File: config.mk
export PLATFORM = sky130hd
export DESIGN_NAME = quadtree_tile_viewport
export DESIGN_NICKNAME = d
export VERILOG_FILES = /design/src/hdl/qtv_pkg.sv /design/src/hdl/qtv_queue.sv /design/src/hdl/qtv_front.sv /design/src/hdl/qtv_back.sv /design/src/hdl/quadtree_tile_viewport.sv
export SDC_FILE = /design/constraint.sdc
export NUM_CORES = 1
export LEC_CHECK = 0
export ABC_AREA = 1
export ABC_CLOCK_PERIOD_IN_PS = 6500
export BUFFER_PORTS_ARGS = -buffer_cell sky130_fd_sc_hd__buf_2
export CAP_MARGIN = 0
export CORE_MARGIN = 4
export CORE_UTILIZATION = 63
export DETAILED_ROUTE_END_ITERATION = 8
export PLACE_DENSITY = 0.89
export SETUP_SLACK_MARGIN = 0.2
export SLEW_MARGIN = 10
export SYNTH_ARGS = -nofsm -noshare
export SYNTH_HDL_FRONTEND = slang
export SYNTH_HIERARCHICAL = 1
export SYNTH_SLANG_ARGS = --single-unit
export TNS_END_PERCENT = 1
File: constraint.sdc
create_clock -name clk -period 6.5 [get_ports clk]
set_clock_uncertainty 0.05 [all_clocks]
set_input_delay 1.3 -clock clk [delete_from_list [all_inputs] [get_ports clk]]
set_output_delay 1.3 -clock clk [all_outputs]
set_load 0.1 [all_outputs]
File: src/hdl/qtv_pkg.sv
// shared constants, types and helpers of the tile viewport
`default_nettype none

package qtv_pkg;

  localparam int LEVEL_W     = 5;
  localparam int TILE_W      = 20;
  localparam int PAN_W       = 21;
  localparam int SIZE_W      = 4;
  localparam int MODE_W      = 2;
  localparam int CFG_IDX_W   = 2;
  localparam int QUEUE_DEPTH = 2;

  localparam int DEF_MAX_ZOOM   = 20;
  localparam int DEF_MAX_VIEW_W = 8;
  localparam int DEF_MAX_VIEW_H = 8;

  // navigation event codes
  localparam logic [MODE_W-1:0] MODE_NONE     = 2'd0;
  localparam logic [MODE_W-1:0] MODE_ZOOM_IN  = 2'd1;
  localparam logic [MODE_W-1:0] MODE_ZOOM_OUT = 2'd2;
  localparam logic [MODE_W-1:0] MODE_PAN      = 2'd3;

  // configuration register indexes
  localparam logic [CFG_IDX_W-1:0] REG_VIEW_WIDTH  = 2'd0;
  localparam logic [CFG_IDX_W-1:0] REG_VIEW_HEIGHT = 2'd1;

  localparam logic [SIZE_W-1:0] SIZE_RESET = 4'd8;

  // effective window size after saturation
  typedef struct packed {
    logic [SIZE_W-1:0] width;
    logic [SIZE_W-1:0] height;
  } view_size_t;

  // clip a window dimension to its maximum
  function automatic logic [SIZE_W-1:0] sat_size(input logic [SIZE_W-1:0] value,
                                                 input logic [SIZE_W-1:0] limit);
    sat_size = (value > limit) ? limit : value;
  endfunction

endpackage

`default_nettype wire

File: src/hdl/qtv_queue.sv
// two-entry job queue between the event front end and the tile scanner
`default_nettype none

module qtv_queue
  import qtv_pkg::*;
#(
  parameter int W = 45
) (
  input  wire logic         clk,
  input  wire logic         rst,
  input  wire logic         push_valid,
  output logic              push_ready,
  input  wire logic [W-1:0] push_data,
  output logic              pop_valid,
  input  wire logic         pop_ready,
  output logic [W-1:0]      pop_data
);

  localparam int PTR_W = (QUEUE_DEPTH > 1) ? $clog2(QUEUE_DEPTH) : 1;
  localparam int CNT_W = PTR_W + 1;

  logic [W-1:0]     entry [QUEUE_DEPTH];
  logic [PTR_W-1:0] wr_ptr;
  logic [PTR_W-1:0] rd_ptr;
  logic [CNT_W-1:0] count;
  logic             push;
  logic             pop;

  assign push_ready = (count != CNT_W'(QUEUE_DEPTH));
  assign pop_valid  = (count != '0);
  assign pop_data   = entry[rd_ptr];
  assign push       = push_valid && push_ready;
  assign pop        = pop_valid && pop_ready;

  // storage
  always_ff @(posedge clk) begin
    if (push) begin
      entry[wr_ptr] <= push_data;
    end
  end

  // pointers and fill count
  always_ff @(posedge clk) begin
    if (rst) begin
      wr_ptr <= '0;
      rd_ptr <= '0;
      count  <= '0;
    end else begin
      if (push) begin
        wr_ptr <= (wr_ptr == PTR_W'(QUEUE_DEPTH - 1)) ? '0 : wr_ptr + 1'b1;
      end
      if (pop) begin
        rd_ptr <= (rd_ptr == PTR_W'(QUEUE_DEPTH - 1)) ? '0 : rd_ptr + 1'b1;
      end
      if (push && !pop) begin
        count <= count + 1'b1;
      end else if (pop && !push) begin
        count <= count - 1'b1;
      end
    end
  end

endmodule

`default_nettype wire

File: src/hdl/qtv_front.sv
// event front end: applies zoom and pan to the view state and queues a scan job
`default_nettype none

module qtv_front
  import qtv_pkg::*;
#(
  parameter int MAX_ZOOM = DEF_MAX_ZOOM,
  parameter int CW       = DEF_MAX_ZOOM
) (
  input  wire logic                    clk,
  input  wire logic                    rst,
  input  wire logic                    in_valid,
  output logic                         in_ready,
  input  wire logic [MODE_W-1:0]       mode,
  input  wire logic [PAN_W-1:0]        pan_dx,
  input  wire logic [PAN_W-1:0]        pan_dy,
  input  wire view_size_t              view,
  output logic                         job_valid,
  input  wire logic                    job_ready,
  output logic [LEVEL_W+2*CW-1:0]      job_data
);

  // sum width holds center plus signed pan without overflow
  localparam int SW = ((CW > PAN_W) ? CW : PAN_W) + 2;

  logic [LEVEL_W-1:0] level;
  logic [CW-1:0]      col;
  logic [CW-1:0]      row;
  logic [LEVEL_W-1:0] level_next;
  logic [CW-1:0]      col_next;
  logic [CW-1:0]      row_next;
  logic [SW-1:0]      map_max;
  logic signed [SW-1:0] col_sum;
  logic signed [SW-1:0] row_sum;
  logic               accept;

  assign in_ready  = job_ready;
  assign accept    = in_valid && in_ready;
  assign map_max   = (SW'(1) << level) - SW'(1);

  // signed pan sums
  assign col_sum = $signed({{(SW-CW){1'b0}}, col}) +
                   $signed({{(SW-PAN_W){pan_dx[PAN_W-1]}}, pan_dx});
  assign row_sum = $signed({{(SW-CW){1'b0}}, row}) +
                   $signed({{(SW-PAN_W){pan_dy[PAN_W-1]}}, pan_dy});

  // next view state per event kind
  always_comb begin
    level_next = level;
    col_next   = col;
    row_next   = row;
    unique case (mode)
      MODE_NONE: begin
      end
      MODE_ZOOM_IN: begin
        if (level < LEVEL_W'(MAX_ZOOM)) begin
          level_next = level + 1'b1;
          col_next   = col << 1;
          row_next   = row << 1;
        end
      end
      MODE_ZOOM_OUT: begin
        if (level != '0) begin
          level_next = level - 1'b1;
          col_next   = col >> 1;
          row_next   = row >> 1;
        end
      end
      MODE_PAN: begin
        // clamp each axis to the map at this level
        if (col_sum[SW-1]) begin
          col_next = '0;
        end else if (col_sum > $signed(map_max)) begin
          col_next = map_max[CW-1:0];
        end else begin
          col_next = col_sum[CW-1:0];
        end
        if (row_sum[SW-1]) begin
          row_next = '0;
        end else if (row_sum > $signed(map_max)) begin
          row_next = map_max[CW-1:0];
        end else begin
          row_next = row_sum[CW-1:0];
        end
      end
      default: begin
      end
    endcase
  end

  // an empty window updates the state but queues nothing
  assign job_valid = accept && (view.width != '0) && (view.height != '0);
  assign job_data  = {level_next, col_next, row_next};

  // view state
  always_ff @(posedge clk) begin
    if (rst) begin
      level <= '0;
      col   <= '0;
      row   <= '0;
    end else if (accept) begin
      level <= level_next;
      col   <= col_next;
      row   <= row_next;
    end
  end

endmodule

`default_nettype wire

File: src/hdl/qtv_back.sv
// tile scanner: walks the on-map part of the window and emits one tile per word
`default_nettype none

module qtv_back
  import qtv_pkg::*;
#(
  parameter int CW = DEF_MAX_ZOOM
) (
  input  wire logic                    clk,
  input  wire logic                    rst,
  input  wire logic                    job_valid,
  output logic                         job_ready,
  input  wire logic [LEVEL_W+2*CW-1:0] job_data,
  input  wire view_size_t              view,
  output logic                         out_valid,
  input  wire logic                    out_ready,
  output logic [LEVEL_W-1:0]           out_level,
  output logic [TILE_W-1:0]            out_x,
  output logic [TILE_W-1:0]            out_y,
  output logic                         out_last
);

  // range arithmetic width covers the center and the window offsets
  localparam int EW = ((CW > SIZE_W) ? CW : SIZE_W) + 1;

  localparam logic [1:0] ST_IDLE  = 2'd0;
  localparam logic [1:0] ST_SETUP = 2'd1;
  localparam logic [1:0] ST_RUN   = 2'd2;

  logic [1:0]         state;
  logic [LEVEL_W-1:0] level;
  logic [CW-1:0]      cx;
  logic [CW-1:0]      cy;
  logic [CW-1:0]      x_lo;
  logic [CW-1:0]      x_hi;
  logic [CW-1:0]      y_hi;
  logic [CW-1:0]      x;
  logic [CW-1:0]      y;

  logic [EW-1:0]      map_max;
  logic [SIZE_W-1:0]  lead_w;
  logic [SIZE_W-1:0]  lead_h;
  logic [SIZE_W-1:0]  after_w;
  logic [SIZE_W-1:0]  after_h;
  logic [EW-1:0]      cx_ext;
  logic [EW-1:0]      cy_ext;
  logic [EW-1:0]      x_lo_c;
  logic [EW-1:0]      y_lo_c;
  logic [EW-1:0]      x_hi_raw;
  logic [EW-1:0]      y_hi_raw;
  logic [EW-1:0]      x_hi_c;
  logic [EW-1:0]      y_hi_c;
  logic               adv;
  logic               at_end;

  assign job_ready = (state == ST_IDLE);
  assign adv       = !out_valid || out_ready;
  assign at_end    = (x == x_hi) && (y == y_hi);

  // visible range of the window, clipped to the map
  always_comb begin
    map_max   = (EW'(1) << level) - EW'(1);
    lead_w    = view.width >> 1;
    lead_h    = view.height >> 1;
    after_w   = view.width - lead_w - SIZE_W'(1);
    after_h   = view.height - lead_h - SIZE_W'(1);
    cx_ext    = EW'(cx);
    cy_ext    = EW'(cy);
    x_lo_c    = (cx_ext >= EW'(lead_w)) ? cx_ext - EW'(lead_w) : '0;
    y_lo_c    = (cy_ext >= EW'(lead_h)) ? cy_ext - EW'(lead_h) : '0;
    x_hi_raw  = cx_ext + EW'(after_w);
    y_hi_raw  = cy_ext + EW'(after_h);
    x_hi_c    = (x_hi_raw > map_max) ? map_max : x_hi_raw;
    y_hi_c    = (y_hi_raw > map_max) ? map_max : y_hi_raw;
  end

  // scan sequencer and output register
  always_ff @(posedge clk) begin
    if (rst) begin
      state     <= ST_IDLE;
      out_valid <= 1'b0;
    end else begin
      // output word valid
      if ((state == ST_RUN) && adv) begin
        out_valid <= 1'b1;
      end else if (out_ready) begin
        out_valid <= 1'b0;
      end
      unique case (state)
        ST_IDLE: begin
          if (job_valid) begin
            {level, cx, cy} <= job_data;
            state           <= ST_SETUP;
          end
        end
        ST_SETUP: begin
          x_lo  <= x_lo_c[CW-1:0];
          x_hi  <= x_hi_c[CW-1:0];
          y_hi  <= y_hi_c[CW-1:0];
          x     <= x_lo_c[CW-1:0];
          y     <= y_lo_c[CW-1:0];
          state <= ST_RUN;
        end
        ST_RUN: begin
          if (adv) begin
            out_level <= level;
            out_x     <= TILE_W'(x);
            out_y     <= TILE_W'(y);
            out_last  <= at_end;
            if (at_end) begin
              state <= ST_IDLE;
            end else if (x == x_hi) begin
              x <= x_lo;
              y <= y + 1'b1;
            end else begin
              x <= x + 1'b1;
            end
          end
        end
        default: begin
          state <= ST_IDLE;
        end
      endcase
    end
  end

endmodule

`default_nettype wire

File: src/hdl/quadtree_tile_viewport.sv
// Quadtree tile viewport. Each input word is one navigation event (none, zoom in, zoom
// out, pan, kind in s_axis_tuser) and is taken by the front end when the job queue has
// room; the front end updates the zoom level and center tile and queues a scan job in a
// two-entry queue. The scanner takes the job in its idle state, works out the on-map
// part of the window in its setup state, and then emits the visible tiles one word per
// cycle while m_axis_tready does not stall it, in row-major order, tlast on the final
// one. Events arrive at up to one per cycle while the queue has room. With a window
// width or height of zero an event changes the state and produces no words. The user
// must write window size on the cfg channel only while the block is idle; the block
// itself does not enforce it.
`default_nettype none

module quadtree_tile_viewport
  import qtv_pkg::*;
#(
  parameter int MAX_ZOOM   = DEF_MAX_ZOOM,
  parameter int MAX_VIEW_W = DEF_MAX_VIEW_W,
  parameter int MAX_VIEW_H = DEF_MAX_VIEW_H
) (
  input  wire logic                 clk,
  input  wire logic                 rst,
  // event input
  input  wire logic                 s_axis_tvalid,
  output logic                      s_axis_tready,
  input  wire logic [47:0]          s_axis_tdata,   // pan_dx[20:0], pan_dy[41:21], zero fill
  input  wire logic [MODE_W-1:0]    s_axis_tuser,   // mode[1:0]
  // tile output
  output logic                      m_axis_tvalid,
  input  wire logic                 m_axis_tready,
  output logic [47:0]               m_axis_tdata,   // tile_level[4:0], tile_x[24:5],
                                                    // tile_y[44:25], zero fill
  output logic                      m_axis_tlast,   // last_tile
  // configuration writes
  input  wire logic                 cfg_valid,
  output logic                      cfg_ready,
  input  wire logic [CFG_IDX_W-1:0] cfg_index,
  input  wire logic [SIZE_W-1:0]    cfg_data
);

  localparam int CW    = MAX_ZOOM;
  localparam int JOB_W = LEVEL_W + 2 * CW;

  logic [SIZE_W-1:0]  view_width;
  logic [SIZE_W-1:0]  view_height;
  view_size_t         view;
  logic               job_push_valid;
  logic               job_push_ready;
  logic [JOB_W-1:0]   job_push_data;
  logic               job_pop_valid;
  logic               job_pop_ready;
  logic [JOB_W-1:0]   job_pop_data;
  logic [LEVEL_W-1:0] tile_level;
  logic [TILE_W-1:0]  tile_x;
  logic [TILE_W-1:0]  tile_y;

  // configuration registers
  assign cfg_ready = 1'b1;

  always_ff @(posedge clk) begin
    if (rst) begin
      view_width  <= SIZE_RESET;
      view_height <= SIZE_RESET;
    end else if (cfg_valid && cfg_ready) begin
      case (cfg_index)
        REG_VIEW_WIDTH:  view_width  <= cfg_data;
        REG_VIEW_HEIGHT: view_height <= cfg_data;
        default: begin
        end
      endcase
    end
  end

  // saturated window size
  assign view.width  = sat_size(view_width, SIZE_W'(MAX_VIEW_W));
  assign view.height = sat_size(view_height, SIZE_W'(MAX_VIEW_H));

  qtv_front #(
    .MAX_ZOOM (MAX_ZOOM),
    .CW       (CW)
  ) u_front (
    .clk       (clk),
    .rst       (rst),
    .in_valid  (s_axis_tvalid),
    .in_ready  (s_axis_tready),
    .mode      (s_axis_tuser),
    .pan_dx    (s_axis_tdata[PAN_W-1:0]),
    .pan_dy    (s_axis_tdata[2*PAN_W-1:PAN_W]),
    .view      (view),
    .job_valid (job_push_valid),
    .job_ready (job_push_ready),
    .job_data  (job_push_data)
  );

  qtv_queue #(
    .W (JOB_W)
  ) u_queue (
    .clk        (clk),
    .rst        (rst),
    .push_valid (job_push_valid),
    .push_ready (job_push_ready),
    .push_data  (job_push_data),
    .pop_valid  (job_pop_valid),
    .pop_ready  (job_pop_ready),
    .pop_data   (job_pop_data)
  );

  qtv_back #(
    .CW (CW)
  ) u_back (
    .clk       (clk),
    .rst       (rst),
    .job_valid (job_pop_valid),
    .job_ready (job_pop_ready),
    .job_data  (job_pop_data),
    .view      (view),
    .out_valid (m_axis_tvalid),
    .out_ready (m_axis_tready),
    .out_level (tile_level),
    .out_x     (tile_x),
    .out_y     (tile_y),
    .out_last  (m_axis_tlast)
  );

  // output word packing
  assign m_axis_tdata = {3'b000, tile_y, tile_x, tile_level};

endmodule

`default_nettype wire

* Word level (Yosys, flattened, before mapping) *
Memories as Yosys holds them, arrays and structs flattened. A register that Yosys moved wholly into a read port is not among the register bits.
Cells that the tools add are included.

storage, ports and cells
  register bits = 206
  RAM bits = 90
  bits of input ports = 61
  output and inout port bits = 52
  word-level logic and storage cells = 135
  memories kept = 1

operators by class
  $add $sub $neg = 20
  $lt $le $gt $ge = 9
  equal/unequal tests = 14
  shift operators = 2
  muxes and demuxes = 39
  bitwise operators = 1
  reductions and logical operators = 30

memories
  name           depth  width  rd ports  clocked after Yosys merged registers in  wr ports  line             text
  u_queue.entry  2      45     1         1                                        1         qtv_queue.sv:22  logic [W-1:0] entry [QUEUE_DEPTH];

operator list
  kind                                                   count
  two-way mux 20 bit                                     18
  case mux 20 bit (3 select lines)                       2
  case mux 20 bit (2 select lines)                       2
  greater-than comparator 23 bit                         2
  adder 21 x 21 -> 22 bit                                2
  adder 20 x 4 -> 21 bit                                 2
  greater-than comparator 21 bit                         2
  adder 20 x 1 -> 20 bit (second input constant)         2
  == test 20 bit                                         2
  >= comparator 20 x 3 -> 1 bit                          2
  subtractor 20 x 3 -> 20 bit                            2
  << shifter 1 x 5 -> 23 bit (first input constant)      1
  subtractor 23 x 2 -> 23 bit (second input constant)    1
  << shifter 1 x 5 -> 21 bit (first input constant)      1
  subtractor 21 x 2 -> 21 bit (second input constant)    1
  two-way mux 2 bit                                      5
  two-way mux 5 bit                                      2
  case mux 5 bit (2 select lines)                        1
  logical AND 1 bit                                      9
  AND reduction 3 bit                                    3
  greater-than comparator 4 bit (second input constant)  2
  two-way mux 4 bit                                      2
  nonzero test 2 bit                                     4
  nonzero test 4 bit                                     2
  other kinds (22)                                       43

* Longest topological paths before layout *
Gate-level depths: netlist of the first run.

  depth in word-level cells = 10
  mapped depth = 36
  depth with buffers taken out = 35

* Cells and area by module *
The synthesis of the first run kept the hierarchy.

by module, submodules not included
  module                  instances  cells an instance  area an instance (um2)  seq. area each (um2)
  qtv_back                1          1,381              12,201.7                5,795.6
  qtv_front               1          1,623              8,906.0                 900.9
  qtv_queue               1          177                3,689.8                 2,802.7
  quadtree_tile_viewport  1          69                 449.2                   160.2

* Worst setup path before layout of the first run *
No wires, ideal clock.

  kind = input -> register
  start point = input m_axis_tready
  end point = register u_back.out_last (enable)
  setup time = 0.507 ns
  arrival = 4.545 ns
  required time = 5.943 ns
  slack = 1.398 ns
  stages = 2
  buffers on the path = 0
  cells stage by stage = nor2_1 nor3_1

between the ends
  longest elaborated chain between the ends = 2

ends and longest elaborated chain
  item                                  line                          text
  start, declared                       quadtree_tile_viewport.sv:29  input wire logic m_axis_tready,
  logical OR 1 bit                      qtv_back.sv:57                assign adv = !out_valid || out_ready;
  AND reduction 3 bit (no source line)  n/a
  end signal, assigned                  qtv_back.sv:109               out_last <= at_end;
  end, declared                         qtv_back.sv:20                output logic out_last

Every way passes these cells.
A chain may end at the register's enable or synchronous reset.

==> results of run 1 <==
==> cell usage after synthesis (all sizes together) (52+ instances only) <==
library cell	count	share of area, %
buf	52	1.7
inv	458	6.8
nand3	237	4.9
nand2	937	14
ha	144	7.1
a21oi	186	4.0
xor2	101	3.5
o21ai	125	2.5
nand4	82	2.1
nor2	269	4.5
edfxtp	281	33
dfxtp	61	4.8
==> stage by stage <==
step	area, um^2	setup slack (ns)	std cells
2_1_floorplan	25300	1.40	3252
3_3_place_gp	26000	1.14	3808
3_5_place_dp	26000	1.10	3808
4_1_cts	27100	1.11	3865
5_1_grt	27100	0.476	3865
6_report	27100	0.916	3865
==> power groups by stage <==
| stage | registers, W | logic [W] | clock network [W] |
|---|---|---|---|
| after floorplan | 0.00345 | 0.00386 | 0 |
| after global placement | 0.00343 | 0.00495 | 0 |
| after detailed placement | 0.00345 | 0.00508 | 0 |
| after CTS | 0.00341 | 0.00513 | 0.00193 |
| after global routing | 0.00347 | 0.00578 | 0.00202 |
| final | 0.00344 | 0.00523 | 0.00191 |
==> cell usage in the layout (no fill, tap or decap), types with 12 or more instances in the layout <==
cell type / n
nor2_4: 16
xnor2_1: 26
nand4_1: 80
inv_1: 440
o221ai_1: 30
clkbuf_16: 31
nor2_1: 241
mux2_4: 40
buf_4: 24
nand2_2: 19
nor3_1: 30
o211ai_1: 22
or2_2: 14
o21ai_0: 100
edfxtp_1: 281
nor2_2: 12
ha_1: 144
buf_2: 102
dfxtp_1: 60
a21oi_2: 21
nand2_1: 914
xor2_1: 101
nor4_1: 13
o21ai_1: 22
a21oi_1: 165
inv_2: 18
nand3_1: 229
==> cell families (layout without fill, tap and decap cells) <==
group | Yosys count | in the layout | share of synthesized area, %
AND/OR/NAND/NOR | 1603 | 1603 | 27.7
other | 2 | 4 | 0.0297
AO/OA/AOI/OAI | 420 | 420 | 9.92
XOR/XNOR | 127 | 127 | 4.41
adder cells (fa/ha/maj) | 152 | 152 | 7.77
flip-flops | 342 | 342 | 38.3
buffers and inverters | 559 | 647 | 9.31
multiplexers | 45 | 45 | 2.60
==> worst paths after layout <==
kind,from,end,cells after the start
setup / recovery,view_height[3],u_back/y_hi[1],33
setup reg to reg,view_height[3],u_back/y_hi[1],33
hold reg to reg,u_back/x[7],u_back/out_x[7],0
hold / removal,u_back/x[7],u_back/out_x[7],0
==> worst max-delay path: cells and delay by family, from the launching register on <==
family / cells / cell delay [ns]
and+or+nand+nor: 21 / 2.53
AOI/OAI and AO/OA: 2 / 0.25
adders and majority gates: 4 / 1.22
DFF: 1 / 0.41
buffers and inverters: 4 / 0.41
xor gates and xnor gates: 2 / 0.40
==> per-layer routing <==
layer,vias up,GRT usage (%),part of all wire (%)
met3,224,3.45,7.7
li1,10900,-,-
met1,10100,38.7,39
met4,0,15.2,5.7
met5,-,0,0
met2,1097,52.8,48
==> registers in the layout, indices dropped and copies added (netlist names), 2 cells and up, named ones only <==
signal and flops:
u_queue/entry 90, u_back/y_hi 20, u_back/out_level 5, u_back/out_x 20, u_back/level 5, view_width 4, u_back/cy 20, u_back/cx 20
u_back/y 20, u_front/level 5, view_height 4, u_front/row 20, u_queue/count 2, u_back/out_y 20, u_front/col 20, u_back/x_lo 20
u_back/state 2, u_back/x 20, u_back/x_hi 20
==> layout make-up <==
cell class                 instances  area [um^2]  area share, %
inverter                         464         1750           6.44
multi-input combinational       2351        13300           49.0
tap                              525          657           2.42
timing repair buffer             126          691           2.55
sequential                       342         9660           35.6
clock inverter                    22          258          0.951
clock buffer                      35          811           2.99
==> results by group, run 1 <==
Status
  • Status: finished, final reports clean

Global routing
  • Remaining Overflow, GRT: 0
  • Initial antenna violation count: 0
  • All-layer global routing usage: 30.7%
  • Vias in the first global route: 20,800
  • First-pass GRT wire length: 109 mm
  • Largest net degree at the start of global routing: 80

Worst setup path
  • Crit-path most repeated cell: nand2_1
  • Element type at the critical path start: flip-flop
  • Crit path required time: 6.75 ns
  • Setup CP Type: reg -> reg
  • Slowest stage delay, CP: 0.41 ns
  • Worst-path maximum fanout: 22
  • Flop2flop setup slack: 0.92 ns
  • CP max-delay cell: dfxtp_1
  • Worst Path Arrival: 5.84 ns
  • Endpoint class of the critical path: flip-flop

Routing
  • DRT Pass-1 Iters: 6
  • Via Count: 22,300
  • Wire per inst: 17.8 um
  • DR DRC count: 0
  • Final wirelength: 68.9 mm
  • Antenna Nets Post-Route: 0
  • Post-DR vias/cell: 5.77
  • DR iter-0 viols: 2,258

Layout
  • Util after Layout: 68.4%
  • Final #Nets: 3,529
  • Share of layout cells above drive strength 1: 10.6%
  • Antenna cells: 0
  • Fillers: 3,284
  • Area grow syn2layout: 7.37%

Clocking
  • Clock transition at the registers of the reported paths: 0.07 ns
  • Worst skew pair latency: 0.58 ns
  • # hold bufs at CTS: 0
  • Clk sinks: 342
  • Clk root buf: clkbuf_16
  • H-tree Lvls: 1
  • Post-CTS resize count: 0
  • TritonCTS buffer count: 31
  • Post-CTS setup buffer count: 0
  • Longest Clk Path Bufs: 3
  • CTS tree: built

Synth
  • YS warnings: 6
  • Top_reg_cell synth: edfxtp_1
  • Register area share after synthesis: 38.3%
  • Synth Register Bits: 342
  • Cells after Synth: 3,250
  • Synth unique cells: 70
  • Synthesized area per cell: 7.77 um^2
  • Synthesized area: 25,200 um^2
  • Asr flop ratio synth: 0%
  • Post-synth EDFFs: 281

STA
  • Setup TNS: 0 ns
  • Highest attainable clock frequency: 0.179 GHz
  • Fin Hold WS: 0.436 ns
  • Period utilization: 85.9%
  • Final Max Tran Viols: 0
  • Final Hold Viols: 0
  • Relative slew margins: 30.6%
  • Worst slew pin tran: 1.04 ns
  • Final setup fails: 0
  • RSZ-0062 raised after global routing: false
  • Final min period: 5.58 ns

Power
  • Clock Power Share: 18.1%
  • VDD IR max: 206 uV
  • Combinational share of power: 49.4%
  • Cell Pwr Density: 390 nW/um^2
  • Final Power: 0.0106 W
  • Internal power: 0.00577 W
  • Net Sw Frac: 45.5%
  • P_leak: 12.8 nW
  • Part of the power in registers: 32.5%
  • P_sw: 0.00482 W

Placement
  • Port Buffers: 102
  • Detail Placement HPWL: 53.0 mm
  • Gp weighted congestion: 0.988

Floorplan
  • Full die area: 43,300 um^2
  • Core Area: 39,600 um^2
  • Die X: 208 um
  • Num rows: 73
  • I/O Pins: 113
  • Die Y: 208 um
  • Initial Util: 63.7%

Flow run
  • Max cap viols: 0

Min path
  • Hold crit path type: reg -> reg
Power figures use the tool's default switching activity.
==> run 2: changes to the inputs <==
CORE_ASPECT_RATIO = 1.4   (was default)
RECOVER_POWER = 25   (was default)
==> results by group, run 2 (same netlist as run 1, synthesis figures left out) <==
Worst setup path
  • Flop2flop setup slack: 0.95 ns (+0.03 ns)
  • Worst Path Arrival: 5.79 ns (-0.05 ns)
  • Path depth of the worst reg2reg path: 23 (-30%)
  • Top cell family by delay on the critical path: simple AND/OR/NAND/NOR gates
  • Worst-path maximum fanout: 21 (-4.5%)
  • Slowest stage delay, CP: 0.65 ns (+0.24 ns)
  • Setup CP Type: reg -> reg
  • R2r endpoint: u_queue/entry[0][35]
  • Crit path required time: 6.74 ns (about the same)
  • Endpoint class of the critical path: flip-flop
  • Crit path cell chain: inv_1 -> ha_1 -> nand2_1 -> nor2_2 -> clkinv_1 -> ha_1 -> nand3_2 -> nor2_4 -> nand3_1 -> xor2_1 -> ha_1 -> nand4_1 -> nor4_1 -> o211ai_1 -> nor3_1 -> nand3_1 -> buf_4 -> nand3_2 -> nand2_1 -> nand3_1 -> nand2_1 -> o21ai_1 -> inv_1
  • Element type at the critical path start: flip-flop
  • CP max-delay cell: xor2_1
  • Buf/Inv on CP: 4 (unchanged)
  • Launch point of the worst reg-to-reg path: u_front/level[0]

STA
  • Highest attainable clock frequency: 0.180 GHz (+0.55%)
  • Final Hold Viols: 0 (unchanged)
  • Worst slew pin tran: 3.24 ns (+2.20 ns)
  • Final min period: 5.55 ns (-0.0306 ns)
  • Period utilization: 85.4% (-0.47 points)
  • Relative slew margins: -116% (-150 points)
  • Final setup fails: 0 (unchanged)
  • Worst setup margin: 0.946 ns (+0.0306 ns)
  • Setup TNS: 0 ns (unchanged)
  • RSZ-0062 raised after global routing: false
  • Final Max Tran Viols: 144 (+144)

Routing
  • DR DRC count: 0 (unchanged)
  • Final wirelength: 69.0 mm (about the same)
  • Wire per inst: 17.9 um (+0.16%)
  • Post-DR vias/cell: 5.77 (about the same)
  • DRT Pass-1 Iters: 6 (unchanged)
  • Antenna Nets Post-Route: 0 (unchanged)
  • Via Count: 22,300 (-0.13%)
  • DR iter-0 viols: 1,741 (-23%)

Layout
  • Util after Layout: 67.9% (-0.51 points)
  • Cell area after layout: 26,800 um^2 (-1.1%)
  • Most frequent cells in the layout: nand2_1, inv_1, edfxtp_1
  • Commonest non-fill, non-tap cell in the layout: nand2_1
  • Max reg flops: 90 (unchanged)
  • Final #Nets: 3,523 (-0.17%)
  • Area grow syn2layout: 6.18%
  • Largest reg by FF count: u_queue/entry
  • Antenna cells: 0 (unchanged)
  • Share of layout cells above drive strength 1: 8.97% (-1.6 points)

Clocking
  • Longest Clk Path Bufs: 3 (unchanged)
  • CTS tree: built
  • H-tree Lvls: 1 (unchanged)
  • # hold bufs at CTS: 0 (unchanged)
  • Clk sinks: 342 (unchanged)
  • Post-CTS setup buffer count: 0 (unchanged)
  • Clock transition at the registers of the reported paths: 0.09 ns (+0.02 ns)
  • Worst skew pair latency: 0.58 ns (about the same)
  • Clk root buf: clkbuf_16
  • TritonCTS buffer count: 28 (-9.7%)
  • Post-CTS resize count: 0 (unchanged)

Floorplan
  • Die Y: 245 um (+18%)
  • Full die area: 43,400 um^2 (+0.10%)
  • Num rows: 86 (+18%)
  • I/O Pins: 113 (unchanged)
  • Die X: 177 um (-15%)
  • Core Area: 39,500 um^2 (-0.38%)
  • Initial Util: 63.9% (+0.24 points)

Min path
  • Hold crit path type: reg -> reg
  • Hold Crit Start: u_back/x[3]
  • Hold Crit Depth: 0 (unchanged)
  • Worst hold endpoint: u_back/out_x[3]

Power
  • Cell Pwr Density: 382 nW/um^2 (-2.2%)
  • VDD IR max: 307 uV (+49%)
  • P_leak: 12.6 nW (-1.5%)
  • Final Power: 0.0102 W (-3.3%)

Status
  • Failing checks: capacitance limit, slew limit
  • Status: complete, but fails checks

Placement
  • Detail Placement HPWL: 54.2 mm (+2.2%)
  • Dpl ws: 0.871 ns (-0.227 ns)
  • Gp weighted congestion: 1.01 (+2.4%)
  • Port Buffers: 102 (unchanged)
  • Placed cell areas: 26,000 um^2 (-0.10%)

Global routing
  • Remaining Overflow, GRT: 0 (unchanged)
  • First-pass GRT wire length: 108 mm (-0.85%)
  • Initial antenna violation count: 0 (unchanged)
  • Vias in the first global route: 21,300 (+2.3%)
  • All-layer global routing usage: 31.1% (+0.39 points)
  • Largest net degree at the start of global routing: 80 (unchanged)

Flow run
  • Max cap viols: 3 (+3)
run 2: where the power goes:
part	total (W)	switching (W)	internal, W
logic	0.00509	0.00353	0.00156
registers	0.00341	0.000392	0.00302
clock network	0.00174	0.000813	0.000924
total	0.0102	0.00473	0.00550
run 2: cell type report:
type / count / area (um^2)
clock buffer: 38 / 832
clock inverter: 14 / 124
fill: 3311 / 12700
inverter: 464 / 1740
multi-input combinational: 2351 / 13100
sequential: 342 / 9660
tap: 528 / 661
timing repair buffer: 123 / 656
run 2: per-stage QoR:
step | hold slack [ns] | std cells
floorplan | 0.371 | 3252
global placement | 0.420 | 3807
global route | 0.462 | 3860
finish | 0.444 | 3860
CTS | 0.450 | 3859
detailed placement | 0.433 | 3807
run 2: worst max path at each step:
stage                                 from              endpoint  slack, ns  cells after the start
after floorplan              m_axis_tready       u_back/out_last       1.40                      2
after global placement    s_axis_tdata[21]   u_queue/entry[0][2]       0.93                     25
after detailed placement  s_axis_tdata[21]   u_queue/entry[1][2]       0.87                     25
after CTS                 u_front/level[0]   u_queue/entry[1][2]       1.07                     25
after global routing      u_front/level[0]  u_queue/entry[1][13]       0.53                     25
final                     u_front/level[0]  u_queue/entry[0][35]       0.95                     23
run 2: worst register-to-register path: stages, from the launching register on:
cell	delay, ns
dfxtp_1	0.37
inv_1	0.23
ha_1	0.34
nand2_1	0.12
nor2_2	0.44
clkinv_1	0.19
ha_1	0.26
nand3_2	0.14
nor2_4	0.07
nand3_1	0.16
xor2_1	0.65
ha_1	0.25
nand4_1	0.12
nor4_1	0.30
o211ai_1	0.16
nor3_1	0.20
nand3_1	0.09
buf_4	0.22
nand3_2	0.32
nand2_1	0.10
nand3_1	0.13
nand2_1	0.07
o21ai_1	0.19
inv_1	0.10
run 2: per-layer routing:
| layer | global-route usage [%] | wire length (um) |
|---|---|---|
| met3 | 2.62 | 4250 |
| met2 | 56.1 | 34100 |
| met4 | 23.2 | 6500 |
| met5 | 0 | 0 |
| met1 | 33.6 | 24100 |
